--- src/design/tsm_pkg.sv ---
`timescale 1ns / 1ps
// ----------------------------------------------------------------------------
// tsm_pkg: shared types of the two-way sorted merge
// Command codes, controller states and the command/status bundles that
// join the controller and the datapath.
// ----------------------------------------------------------------------------
package tsm_pkg;

   localparam int VALUE_W = 32;
   localparam int CMD_W   = 2;

   typedef enum logic [CMD_W-1:0] {
      CMD_PUSH_FIRST  = 2'd0,
      CMD_PUSH_SECOND = 2'd1,
      CMD_END_FIRST   = 2'd2,
      CMD_END_SECOND  = 2'd3
   } command_type;

   typedef enum logic [1:0] {
      ST_IDLE,
      ST_READ,
      ST_EMIT,
      ST_OVF
   } state_type;

   typedef struct packed {
      logic accept;
      logic emit;
      logic load_ovf;
      logic clear;
   } ctrl_cmd_type;

   typedef struct packed {
      logic can_emit;
      logic closed;
      logic ovf_pend;
      logic out_free;
      logic emit_last;
   } ctrl_status_type;

endpackage

--- src/design/tsm_req_if.sv ---
`timescale 1ns / 1ps
// ----------------------------------------------------------------------------
// tsm_req_if: command channel of the two-way sorted merge
// Valid/ready channel carrying one command and its value per transaction.
// ----------------------------------------------------------------------------
interface tsm_req_if;
   logic                              valid;
   logic                              ready;
   logic [tsm_pkg::CMD_W-1:0]         command;
   logic signed [tsm_pkg::VALUE_W-1:0] value;

   modport source (output valid, output command, output value, input ready);
   modport sink   (input valid, input command, input value, output ready);
endinterface

--- src/design/tsm_rsp_if.sv ---
`timescale 1ns / 1ps
// ----------------------------------------------------------------------------
// tsm_rsp_if: result channel of the two-way sorted merge
// Valid/ready channel carrying one merged element and its flags per transaction.
// ----------------------------------------------------------------------------
interface tsm_rsp_if;
   logic                               valid;
   logic                               ready;
   logic signed [tsm_pkg::VALUE_W-1:0] value_res;
   logic                               from_second;
   logic                               final_item;
   logic                               last_of_run;
   logic                               overflow;

   modport source (output valid, output value_res, output from_second,
                   output final_item, output last_of_run, output overflow,
                   input ready);
   modport sink   (input valid, input value_res, input from_second,
                   input final_item, input last_of_run, input overflow,
                   output ready);
endinterface

--- src/design/tsm_ctrl.sv ---
`timescale 1ns / 1ps
// ----------------------------------------------------------------------------
// tsm_ctrl: merge controller
// Sequences command intake, head reads, element emission and overflow reports.
// ----------------------------------------------------------------------------
module tsm_ctrl (
   input  logic                     clock,
   input  logic                     reset,
   input  logic                     req_valid,
   output logic                     req_ready,
   input  tsm_pkg::ctrl_status_type status,
   output tsm_pkg::ctrl_cmd_type    cmd
);

   tsm_pkg::state_type state_ff;
   tsm_pkg::state_type state_in;

   always_ff @(posedge clock) begin
      if (reset) begin
         state_ff <= tsm_pkg::ST_IDLE;
      end else begin
         state_ff <= state_in;
      end
   end

   always_comb begin
      state_in = state_ff;
      unique case (state_ff)
         tsm_pkg::ST_IDLE: begin
            if (req_valid) begin
               state_in = tsm_pkg::ST_READ;
            end
         end
         tsm_pkg::ST_READ: begin
            priority if (status.ovf_pend) begin
               state_in = tsm_pkg::ST_OVF;
            end else if (status.can_emit) begin
               state_in = tsm_pkg::ST_EMIT;
            end else begin
               state_in = tsm_pkg::ST_IDLE;
            end
         end
         tsm_pkg::ST_EMIT: begin
            if (status.out_free) begin
               state_in = status.emit_last ? tsm_pkg::ST_IDLE : tsm_pkg::ST_READ;
            end
         end
         tsm_pkg::ST_OVF: begin
            if (status.out_free) begin
               state_in = tsm_pkg::ST_IDLE;
            end
         end
         default: begin
            state_in = tsm_pkg::ST_IDLE;
         end
      endcase
   end

   always_comb begin
      req_ready    = 1'b0;
      cmd.accept   = 1'b0;
      cmd.emit     = 1'b0;
      cmd.load_ovf = 1'b0;
      cmd.clear    = 1'b0;
      unique case (state_ff)
         tsm_pkg::ST_IDLE: begin
            req_ready  = 1'b1;
            cmd.accept = req_valid;
         end
         tsm_pkg::ST_READ: begin
            cmd.clear = !status.ovf_pend && !status.can_emit && status.closed;
         end
         tsm_pkg::ST_EMIT: begin
            cmd.emit = status.out_free;
         end
         tsm_pkg::ST_OVF: begin
            cmd.load_ovf = status.out_free;
         end
         default: begin
            req_ready = 1'b0;
         end
      endcase
   end

endmodule

--- src/design/tsm_datapath.sv ---
`timescale 1ns / 1ps
// ----------------------------------------------------------------------------
// tsm_datapath: merge datapath
// Two ring FIFOs with registered head reads, list state, head compare and
// the output register of the result channel.
// ----------------------------------------------------------------------------
module tsm_datapath #(
   parameter int QUEUE_DEPTH = 32
) (
   input  logic                               clock,
   input  logic                               reset,
   input  tsm_pkg::ctrl_cmd_type              cmd,
   output tsm_pkg::ctrl_status_type           status,
   input  logic [tsm_pkg::CMD_W-1:0]          req_command,
   input  logic signed [tsm_pkg::VALUE_W-1:0] req_value,
   input  logic                               rsp_ready,
   output logic                               rsp_valid,
   output logic signed [tsm_pkg::VALUE_W-1:0] rsp_value_res,
   output logic                               rsp_from_second,
   output logic                               rsp_final_item,
   output logic                               rsp_last_of_run,
   output logic                               rsp_overflow
);

   localparam int PTR_W  = (QUEUE_DEPTH > 1) ? $clog2(QUEUE_DEPTH) : 1;
   localparam int FILL_W = $clog2(QUEUE_DEPTH + 1);
   localparam logic [PTR_W-1:0]  PTR_LAST  = PTR_W'(QUEUE_DEPTH - 1);
   localparam logic [FILL_W-1:0] FILL_FULL = FILL_W'(QUEUE_DEPTH);
   localparam logic [FILL_W-1:0] FILL_ONE  = FILL_W'(1);

   function automatic logic [PTR_W-1:0] ring_next(input logic [PTR_W-1:0] ptr);
      ring_next = (ptr == PTR_LAST) ? '0 : ptr + PTR_W'(1);
   endfunction

   logic [tsm_pkg::VALUE_W-1:0] first_mem  [QUEUE_DEPTH];
   logic [tsm_pkg::VALUE_W-1:0] second_mem [QUEUE_DEPTH];

   logic [tsm_pkg::VALUE_W-1:0] first_rd_ff, second_rd_ff;

   logic [PTR_W-1:0]  first_head_ff,  first_head_in;
   logic [PTR_W-1:0]  first_tail_ff,  first_tail_in;
   logic [FILL_W-1:0] first_fill_ff,  first_fill_in;
   logic [PTR_W-1:0]  second_head_ff, second_head_in;
   logic [PTR_W-1:0]  second_tail_ff, second_tail_in;
   logic [FILL_W-1:0] second_fill_ff, second_fill_in;
   logic              first_ended_ff, first_ended_in;
   logic              second_ended_ff, second_ended_in;
   logic              ovf_pend_ff, ovf_pend_in;
   logic              ovf_second_ff, ovf_second_in;

   logic                        out_valid_ff, out_valid_in;
   logic [tsm_pkg::VALUE_W-1:0] out_value_ff, out_value_in;
   logic                        out_second_ff, out_second_in;
   logic                        out_final_ff, out_final_in;
   logic                        out_last_ff, out_last_in;
   logic                        out_ovf_ff, out_ovf_in;

   tsm_pkg::command_type cmd_code;
   logic push_first, push_second, wr_first, wr_second;
   logic first_full, second_full;
   logic have_first, have_second, have_both;
   logic take_second;
   logic [FILL_W-1:0] first_fill_pop, second_fill_pop;
   logic have_first_pop, have_second_pop;
   logic emit_final, emit_last, clear_all, out_free;

   assign cmd_code    = tsm_pkg::command_type'(req_command);
   assign first_full  = (first_fill_ff == FILL_FULL);
   assign second_full = (second_fill_ff == FILL_FULL);
   assign push_first  = cmd.accept && (cmd_code == tsm_pkg::CMD_PUSH_FIRST) && !first_ended_ff;
   assign push_second = cmd.accept && (cmd_code == tsm_pkg::CMD_PUSH_SECOND)
                        && !second_ended_ff;
   assign wr_first    = push_first && !first_full;
   assign wr_second   = push_second && !second_full;

   assign have_first  = (first_fill_ff != '0);
   assign have_second = (second_fill_ff != '0);
   assign have_both   = have_first && have_second;
   assign take_second = have_both ? ($signed(first_rd_ff) > $signed(second_rd_ff))
                                  : !have_first;

   assign first_fill_pop  = take_second ? first_fill_ff : first_fill_ff - FILL_ONE;
   assign second_fill_pop = take_second ? second_fill_ff - FILL_ONE : second_fill_ff;
   assign have_first_pop  = (first_fill_pop != '0);
   assign have_second_pop = (second_fill_pop != '0);
   assign emit_final = first_ended_ff && second_ended_ff && !have_first_pop && !have_second_pop;
   assign emit_last  = !((have_first_pop && have_second_pop)
                         || (have_first_pop && second_ended_ff)
                         || (have_second_pop && first_ended_ff));
   assign clear_all  = cmd.clear || (cmd.emit && emit_final);
   assign out_free   = !out_valid_ff || rsp_ready;

   assign status.can_emit  = have_both || (have_first && second_ended_ff)
                             || (have_second && first_ended_ff);
   assign status.closed    = first_ended_ff && second_ended_ff && !have_first && !have_second;
   assign status.ovf_pend  = ovf_pend_ff;
   assign status.out_free  = out_free;
   assign status.emit_last = emit_last;

   always_comb begin
      first_head_in   = first_head_ff;
      first_tail_in   = first_tail_ff;
      first_fill_in   = first_fill_ff;
      second_head_in  = second_head_ff;
      second_tail_in  = second_tail_ff;
      second_fill_in  = second_fill_ff;
      first_ended_in  = first_ended_ff;
      second_ended_in = second_ended_ff;
      ovf_pend_in     = ovf_pend_ff;
      ovf_second_in   = ovf_second_ff;

      if (wr_first) begin
         first_tail_in = ring_next(first_tail_ff);
         first_fill_in = first_fill_ff + FILL_ONE;
      end
      if (wr_second) begin
         second_tail_in = ring_next(second_tail_ff);
         second_fill_in = second_fill_ff + FILL_ONE;
      end
      if (cmd.accept && (cmd_code == tsm_pkg::CMD_END_FIRST)) begin
         first_ended_in = 1'b1;
      end
      if (cmd.accept && (cmd_code == tsm_pkg::CMD_END_SECOND)) begin
         second_ended_in = 1'b1;
      end
      if ((push_first && first_full) || (push_second && second_full)) begin
         ovf_pend_in   = 1'b1;
         ovf_second_in = push_second;
      end
      if (cmd.load_ovf) begin
         ovf_pend_in = 1'b0;
      end

      if (cmd.emit) begin
         if (take_second) begin
            second_head_in = ring_next(second_head_ff);
         end else begin
            first_head_in = ring_next(first_head_ff);
         end
         first_fill_in  = first_fill_pop;
         second_fill_in = second_fill_pop;
      end

      if (clear_all) begin
         first_head_in   = '0;
         first_tail_in   = '0;
         first_fill_in   = '0;
         second_head_in  = '0;
         second_tail_in  = '0;
         second_fill_in  = '0;
         first_ended_in  = 1'b0;
         second_ended_in = 1'b0;
      end
   end

   always_comb begin
      out_value_in  = out_value_ff;
      out_second_in = out_second_ff;
      out_final_in  = out_final_ff;
      out_last_in   = out_last_ff;
      out_ovf_in    = out_ovf_ff;
      priority if (cmd.emit) begin
         out_valid_in  = 1'b1;
         out_value_in  = take_second ? second_rd_ff : first_rd_ff;
         out_second_in = take_second;
         out_final_in  = emit_final;
         out_last_in   = emit_last;
         out_ovf_in    = 1'b0;
      end else if (cmd.load_ovf) begin
         out_valid_in  = 1'b1;
         out_value_in  = '0;
         out_second_in = ovf_second_ff;
         out_final_in  = 1'b0;
         out_last_in   = 1'b1;
         out_ovf_in    = 1'b1;
      end else begin
         out_valid_in  = out_valid_ff && !rsp_ready;
      end
   end

   always_ff @(posedge clock) begin
      if (wr_first) begin
         first_mem[first_tail_ff] <= req_value;
      end
      if (wr_second) begin
         second_mem[second_tail_ff] <= req_value;
      end
      first_rd_ff  <= first_mem[first_head_ff];
      second_rd_ff <= second_mem[second_head_ff];
   end

   always_ff @(posedge clock) begin
      if (reset) begin
         first_head_ff   <= '0;
         first_tail_ff   <= '0;
         first_fill_ff   <= '0;
         second_head_ff  <= '0;
         second_tail_ff  <= '0;
         second_fill_ff  <= '0;
         first_ended_ff  <= 1'b0;
         second_ended_ff <= 1'b0;
         ovf_pend_ff     <= 1'b0;
         out_valid_ff    <= 1'b0;
      end else begin
         first_head_ff   <= first_head_in;
         first_tail_ff   <= first_tail_in;
         first_fill_ff   <= first_fill_in;
         second_head_ff  <= second_head_in;
         second_tail_ff  <= second_tail_in;
         second_fill_ff  <= second_fill_in;
         first_ended_ff  <= first_ended_in;
         second_ended_ff <= second_ended_in;
         ovf_pend_ff     <= ovf_pend_in;
         out_valid_ff    <= out_valid_in;
      end
   end

   always_ff @(posedge clock) begin
      ovf_second_ff <= ovf_second_in;
      out_value_ff  <= out_value_in;
      out_second_ff <= out_second_in;
      out_final_ff  <= out_final_in;
      out_last_ff   <= out_last_in;
      out_ovf_ff    <= out_ovf_in;
   end

   assign rsp_valid       = out_valid_ff;
   assign rsp_value_res   = out_value_ff;
   assign rsp_from_second = out_second_ff;
   assign rsp_final_item  = out_final_ff;
   assign rsp_last_of_run = out_last_ff;
   assign rsp_overflow    = out_ovf_ff;

endmodule

--- src/design/two_way_sorted_merge.sv ---
`timescale 1ns / 1ps
// ----------------------------------------------------------------------------
// two_way_sorted_merge: merge of two ascending lists of signed 32-bit values
// req carries commands: push to list one or two, or end either list. Each
// accepted transaction causes zero or more results on rsp, the smaller head
// first and list one first on a tie; the last result of a transaction has
// last_of_run set, the last element of a merged pair has final_item set.
// A push into a full FIFO is dropped and reported by one overflow result.
// The first result of a transaction is loaded into the output register
// in state EMIT, which follows state READ after acceptance; each further
// result passes through READ and EMIT again, since the FIFO memories have
// a registered read port that feeds the head compare.
// req.ready is high only while no transaction is in progress.
// rsp is driven from an output register: when the receiver stalls, the
// result holds and emission pauses; a new command is still accepted while
// the last result of the previous one waits to be taken.
// Reset (synchronous) empties both FIFOs, clears the ended flags and drops
// any pending result; no clearing pass follows.
// ----------------------------------------------------------------------------
module two_way_sorted_merge #(
   parameter int QUEUE_DEPTH = 32
) (
   input  logic     clock,
   input  logic     reset,
   tsm_req_if.sink  req,
   tsm_rsp_if.source rsp
);

   tsm_pkg::ctrl_cmd_type    cmd;
   tsm_pkg::ctrl_status_type status;

   tsm_ctrl u_ctrl (
      .clock     (clock),
      .reset     (reset),
      .req_valid (req.valid),
      .req_ready (req.ready),
      .status    (status),
      .cmd       (cmd)
   );

   tsm_datapath #(
      .QUEUE_DEPTH (QUEUE_DEPTH)
   ) u_datapath (
      .clock           (clock),
      .reset           (reset),
      .cmd             (cmd),
      .status          (status),
      .req_command     (req.command),
      .req_value       (req.value),
      .rsp_ready       (rsp.ready),
      .rsp_valid       (rsp.valid),
      .rsp_value_res   (rsp.value_res),
      .rsp_from_second (rsp.from_second),
      .rsp_final_item  (rsp.final_item),
      .rsp_last_of_run (rsp.last_of_run),
      .rsp_overflow    (rsp.overflow)
   );

endmodule

--- src/flat_wrapper.sv ---
// flat-port wrapper written by rule: the top's interface ports become plain ports
module two_way_sorted_merge_flat 
#(
   parameter int QUEUE_DEPTH = 32
)
  (clock, reset, req_valid, req_command, req_value, req_ready, rsp_valid, rsp_value_res, rsp_from_second, rsp_final_item, rsp_last_of_run, rsp_overflow, rsp_ready);
  tsm_req_if req_i ();
  tsm_rsp_if rsp_i ();
  input  logic clock;
  input  logic reset;
  input wire logic [$bits(req_i.valid)-1:0] req_valid;
  input wire logic [$bits(req_i.command)-1:0] req_command;
  input wire logic [$bits(req_i.value)-1:0] req_value;
  output wire logic [$bits(req_i.ready)-1:0] req_ready;
  output wire logic [$bits(rsp_i.valid)-1:0] rsp_valid;
  output wire logic [$bits(rsp_i.value_res)-1:0] rsp_value_res;
  output wire logic [$bits(rsp_i.from_second)-1:0] rsp_from_second;
  output wire logic [$bits(rsp_i.final_item)-1:0] rsp_final_item;
  output wire logic [$bits(rsp_i.last_of_run)-1:0] rsp_last_of_run;
  output wire logic [$bits(rsp_i.overflow)-1:0] rsp_overflow;
  input wire logic [$bits(rsp_i.ready)-1:0] rsp_ready;
  assign req_i.valid = req_valid;
  assign req_i.command = req_command;
  assign req_i.value = req_value;
  assign req_ready = req_i.ready;
  assign rsp_valid = rsp_i.valid;
  assign rsp_value_res = rsp_i.value_res;
  assign rsp_from_second = rsp_i.from_second;
  assign rsp_final_item = rsp_i.final_item;
  assign rsp_last_of_run = rsp_i.last_of_run;
  assign rsp_overflow = rsp_i.overflow;
  assign rsp_i.ready = rsp_ready;
  two_way_sorted_merge #(.QUEUE_DEPTH(QUEUE_DEPTH)) u_core (.clock(clock), .reset(reset), .req(req_i), .rsp(rsp_i));
endmodule
--- config.mk ---
export PLATFORM = sky130hd
export DESIGN_NAME = two_way_sorted_merge_flat
export DESIGN_NICKNAME = d
export VERILOG_FILES = /design/src/design/tsm_pkg.sv /design/src/design/tsm_req_if.sv /design/src/design/tsm_rsp_if.sv /design/src/design/tsm_ctrl.sv /design/src/design/tsm_datapath.sv /design/src/design/two_way_sorted_merge.sv /design/src/flat_wrapper.sv
export SDC_FILE = /design/constraint.sdc
export NUM_CORES = 2
export LEC_CHECK = 0
export BUFFER_PORTS_ARGS = -buffer_cell sky130_fd_sc_hd__buf_2
export CORE_UTILIZATION = 23
export DETAILED_ROUTE_END_ITERATION = 10
export PLACE_DENSITY = 0.37
export SLEW_MARGIN = 20
export SYNTH_ARGS = -nofsm -noshare
export SYNTH_HDL_FRONTEND = slang
export SYNTH_HIERARCHICAL = 1
export SYNTH_SLANG_ARGS = --single-unit
--- constraint.sdc ---
create_clock -name clock -period 8.5 [get_ports clock]
set_clock_uncertainty 0.15 [all_clocks]
set_input_delay 0.85 -clock clock [delete_from_list [all_inputs] [get_ports clock]]
set_output_delay 0.85 -clock clock [all_outputs]
set_load 0.03 [all_outputs]
==> impl_metrics.env <==
export IMPL_top_usage_layer="met2"
export IMPL_power_density_nw_per_um2=223.8
export IMPL_status="finished clean"
export IMPL_track_usage_pct=13.87
export IMPL_start_kind="register"
export IMPL_utilization_pct=27.19
export IMPL_numCtsBuffers=234
export IMPL_drv_cap=0
export IMPL_final_nets=3968
export IMPL_synth_top_family_by_area="multiplexers"
export IMPL_synth_enable_flop_cells=2084
export IMPL_hold_viol=0
export IMPL_tns_ps=0
export IMPL_p_leak_uw=0.02881
export IMPL_cp_max_fo=38
export IMPL_pin_count=76
export IMPL_synth_mux_area_fraction_pct=18.19
export IMPL_yosys_most_used_dff="edfxtp_1"
export IMPL_synth_top_area_share_pct=74.77
export IMPL_wire_per_inst_um=28.92
export IMPL_dieHeight_um=605.2
export IMPL_yosysTopAreaCell="edfxtp_1"
export IMPL_synthXorXnorAreaFrac_pct=0.04186
export IMPL_rows=221
export IMPL_syn_inst=3638
export IMPL_r2r_end="u_core/u_ctrl/state_ff[0]"
export IMPL_rrSetupSlack_ps=4400
export IMPL_worst_ep_required_time_ps=9090
export IMPL_die_w_um=605.2
export IMPL_drt_total_wl_mm=256.6
export IMPL_grt_max_degree=128
export IMPL_setup_viol=0
export IMPL_worstReg2RegStart="u_core/u_datapath/second_rd_ff[7]"
export IMPL_syn_area_um2=83700
export IMPL_cts_resized=0
export IMPL_hold_class="in -> reg"
export IMPL_synth_simple_area_share_pct=1.810
export IMPL_min_to="u_core/u_datapath/second_ended_ff"
export IMPL_htree_levels=4
export IMPL_grt_pass1_wl_mm=352.7
export IMPL_min_from="req_command[1]"
export IMPL_cts_setup_buffers=0
export IMPL_yosysMostFrequentCell="edfxtp_1"
export IMPL_synth_compound_area_share_pct=0.8790
export IMPL_dieArea_um2=366300
export IMPL_ys_top_cells_by_area="edfxtp_1, mux4_2, dfxtp_1"
export IMPL_yosys_warnings=6
export IMPL_vias=38460
export IMPL_worst_slew_pin_slew_ps=1070
export IMPL_grt_setup_unrepaired="no"
export IMPL_first_global_vias=39750
export IMPL_path_clk_slew_ps=60
export IMPL_gp_congestion=0.7491
export IMPL_hpwl_mm=154.3
export IMPL_clock_root_buffer="clkbuf_16"
export IMPL_max_freq_ghz=0.2438
export IMPL_use_met3_pct=1.918
export IMPL_worstSetupPathType="reg -> reg"
export IMPL_synth_adder_area_share_pct=0.7774
export IMPL_hold_depth=3
export IMPL_cts_buffer_depth=4
export IMPL_ys_seq_area_share_pct=77.23
export IMPL_synth_fp_nets=3728
export IMPL_drive_gt1_share_pct=32.09
export IMPL_cp_arrival_ps=4690
export IMPL_cp_end_kind="register"
export IMPL_core_um2=362200
export IMPL_cts_sinks=2187
export IMPL_ys_seq_elements=2187
export IMPL_drc=0
export IMPL_dr_pass1_iters=5
export IMPL_met1_usage_pct=19.24
export IMPL_rr_worst_depth=14
export IMPL_avgSynthCellArea_um2=23.01
export IMPL_slew_headroom_pct=28.52
export IMPL_grt_overflow=0
export IMPL_postCtsHoldBufs=0
export IMPL_io_buffers=75
export IMPL_antenna_found_initial=38
export IMPL_drt_vias_per_instance=4.334
export IMPL_slew_violations=0
export IMPL_cts_tree="done"
export IMPL_ant_nets=0
export IMPL_synth_cell_types=60
export IMPL_synth_common_cells="edfxtp_1, mux4_2, clkbuf_1"
export IMPL_drt_iter0_drc=3060
export IMPL_ys_async_sr_fraction_pct=0
export IMPL_initial_core_util_pct=23.11
export IMPL_period_needed_ps=4101
export IMPL_clk_latency_ps=890
export IMPL_global_route_usage_met2_pct=23.27
export IMPL_nFillCells=35790
export IMPL_syn2layout_area_growth_pct=17.67
export IMPL_post_route_period_util_pct=48.25
export IMPL_vdd_drop_max_v=0.0001577
-- where the power goes --
| part | leakage (uW) | switching [uW] | total (uW) | internal (uW) |
|---|---|---|---|---|
| combinational | 0.00572 | 315 | 383 | 68.6 |
| sequential | 0.0195 | 15.7 | 11800 | 11800 |
| clock | 0.00356 | 4240 | 9830 | 5600 |
| total | 0.0288 | 4570 | 22000 | 17500 |
-- final cells by class --
type	count	area [um2]	share of cell area, %
clock buffer	298	6271	6.368
clock inverter	123	953.4	0.9681
inverter	50	187.7	0.1906
sequential	2187	64670	65.67
tap	4794	5998	6.091
multi-input combinational	1217	18660	18.95
timing repair buffer	188	1694	1.720
antenna	18	45.04	0.04574
-- routing by layer --
layer  routed length (um)  vias to the layer above
li1                     -                    15930
met1               115100                    21460
met2               126200                      791
met3                11280                      276
met4                 4037                        8
met5                   46                        -
-- cells in the final DEF, fill, tap and decap left out, types with 51 or more instances in the layout --
cell / n
edfxtp_1: 2084
mux2_2: 65
clkinv_1: 52
a21oi_1: 70
mux4_2: 640
clkbuf_16: 238
nand2_1: 116
nor2_4: 65
buf_2: 53
dfxtp_1: 93
buf_4: 106
ha_1: 52
clkbuf_1: 51
-- registers in the layout, summed over array words and instances, names as in the netlist --
register / flops
u_core/u_datapath/first_mem: 1024
u_core/u_datapath/second_mem: 1024
u_core/u_datapath/first_rd_ff: 32
u_core/u_datapath/rsp_value_res: 32
u_core/u_datapath/second_rd_ff: 32
u_core/u_datapath/first_fill_ff: 6
u_core/u_datapath/second_fill_ff: 6
u_core/u_datapath/first_head_ff: 5
u_core/u_datapath/first_tail_ff: 5
u_core/u_datapath/second_head_ff: 5
u_core/u_datapath/second_tail_ff: 5
u_core/u_ctrl/state_ff: 2
u_core/u_datapath/first_ended_ff: 1
u_core/u_datapath/ovf_pend_ff: 1
u_core/u_datapath/ovf_second_ff: 1
u_core/u_datapath/rsp_final_item: 1
u_core/u_datapath/rsp_from_second: 1
u_core/u_datapath/rsp_last_of_run: 1
u_core/u_datapath/rsp_overflow: 1
u_core/u_datapath/rsp_valid: 1
u_core/u_datapath/second_ended_ff: 1
-- kinds of logic (layout without fill, tap and decap cells) --
| family | Yosys count | count (layout) |
|---|---|---|
| other cells | 0 | 18 |
| fa+ha+maj | 52 | 52 |
| buf+inv | 234 | 659 |
| compound gates | 127 | 127 |
| xor+xnor | 4 | 4 |
| mux | 712 | 712 |
| simple gates | 322 | 322 |
| flops | 2187 | 2187 |
-- critical path: stages (launching register included) --
cell	delay [ps]
dfxtp_1	330
inv_1	50
ha_1	290
nand2_1	150
o21ai_0	140
a221oi_1	580
o211ai_1	260
a21oi_1	230
xnor2_1	170
o21ai_4	170
buf_4	470
mux2_2	410
o31ai_1	330
nand3b_1	150
a221oi_1	90
-- worst max-delay path by stage --
stage,from,endpoint
3_5_place_dp,req_valid,u_core/u_datapath/second_mem[21][21]
5_1_grt,u_core/u_datapath/second_rd_ff[31],u_core/u_ctrl/state_ff[0]
3_3_place_gp,req_valid,u_core/u_datapath/first_mem[7][24]
6_report,u_core/u_datapath/second_rd_ff[7],u_core/u_ctrl/state_ff[0]
2_1_floorplan,u_core/u_ctrl/state_ff[0],u_core/u_datapath/first_mem[15][0]
4_1_cts,u_core/u_datapath/second_rd_ff[31],u_core/u_ctrl/state_ff[0]
-- stage by stage --
stage          hold WS (ps)  setup WS, ps  instances  cell area, um2  power, uW
6_report              127.6          4399       8875           98480      22040
3_3_place_gp          326.2          3839       8415           90740      12450
2_1_floorplan         307.3          4130       3638           83700      12140
3_5_place_dp          335.2          3913       8435           91190      12460
5_1_grt               97.37          4097       8859           98440      22750
4_1_cts               39.14          4008       8856           98410      22380
Power figures use the tool's default switching activity.
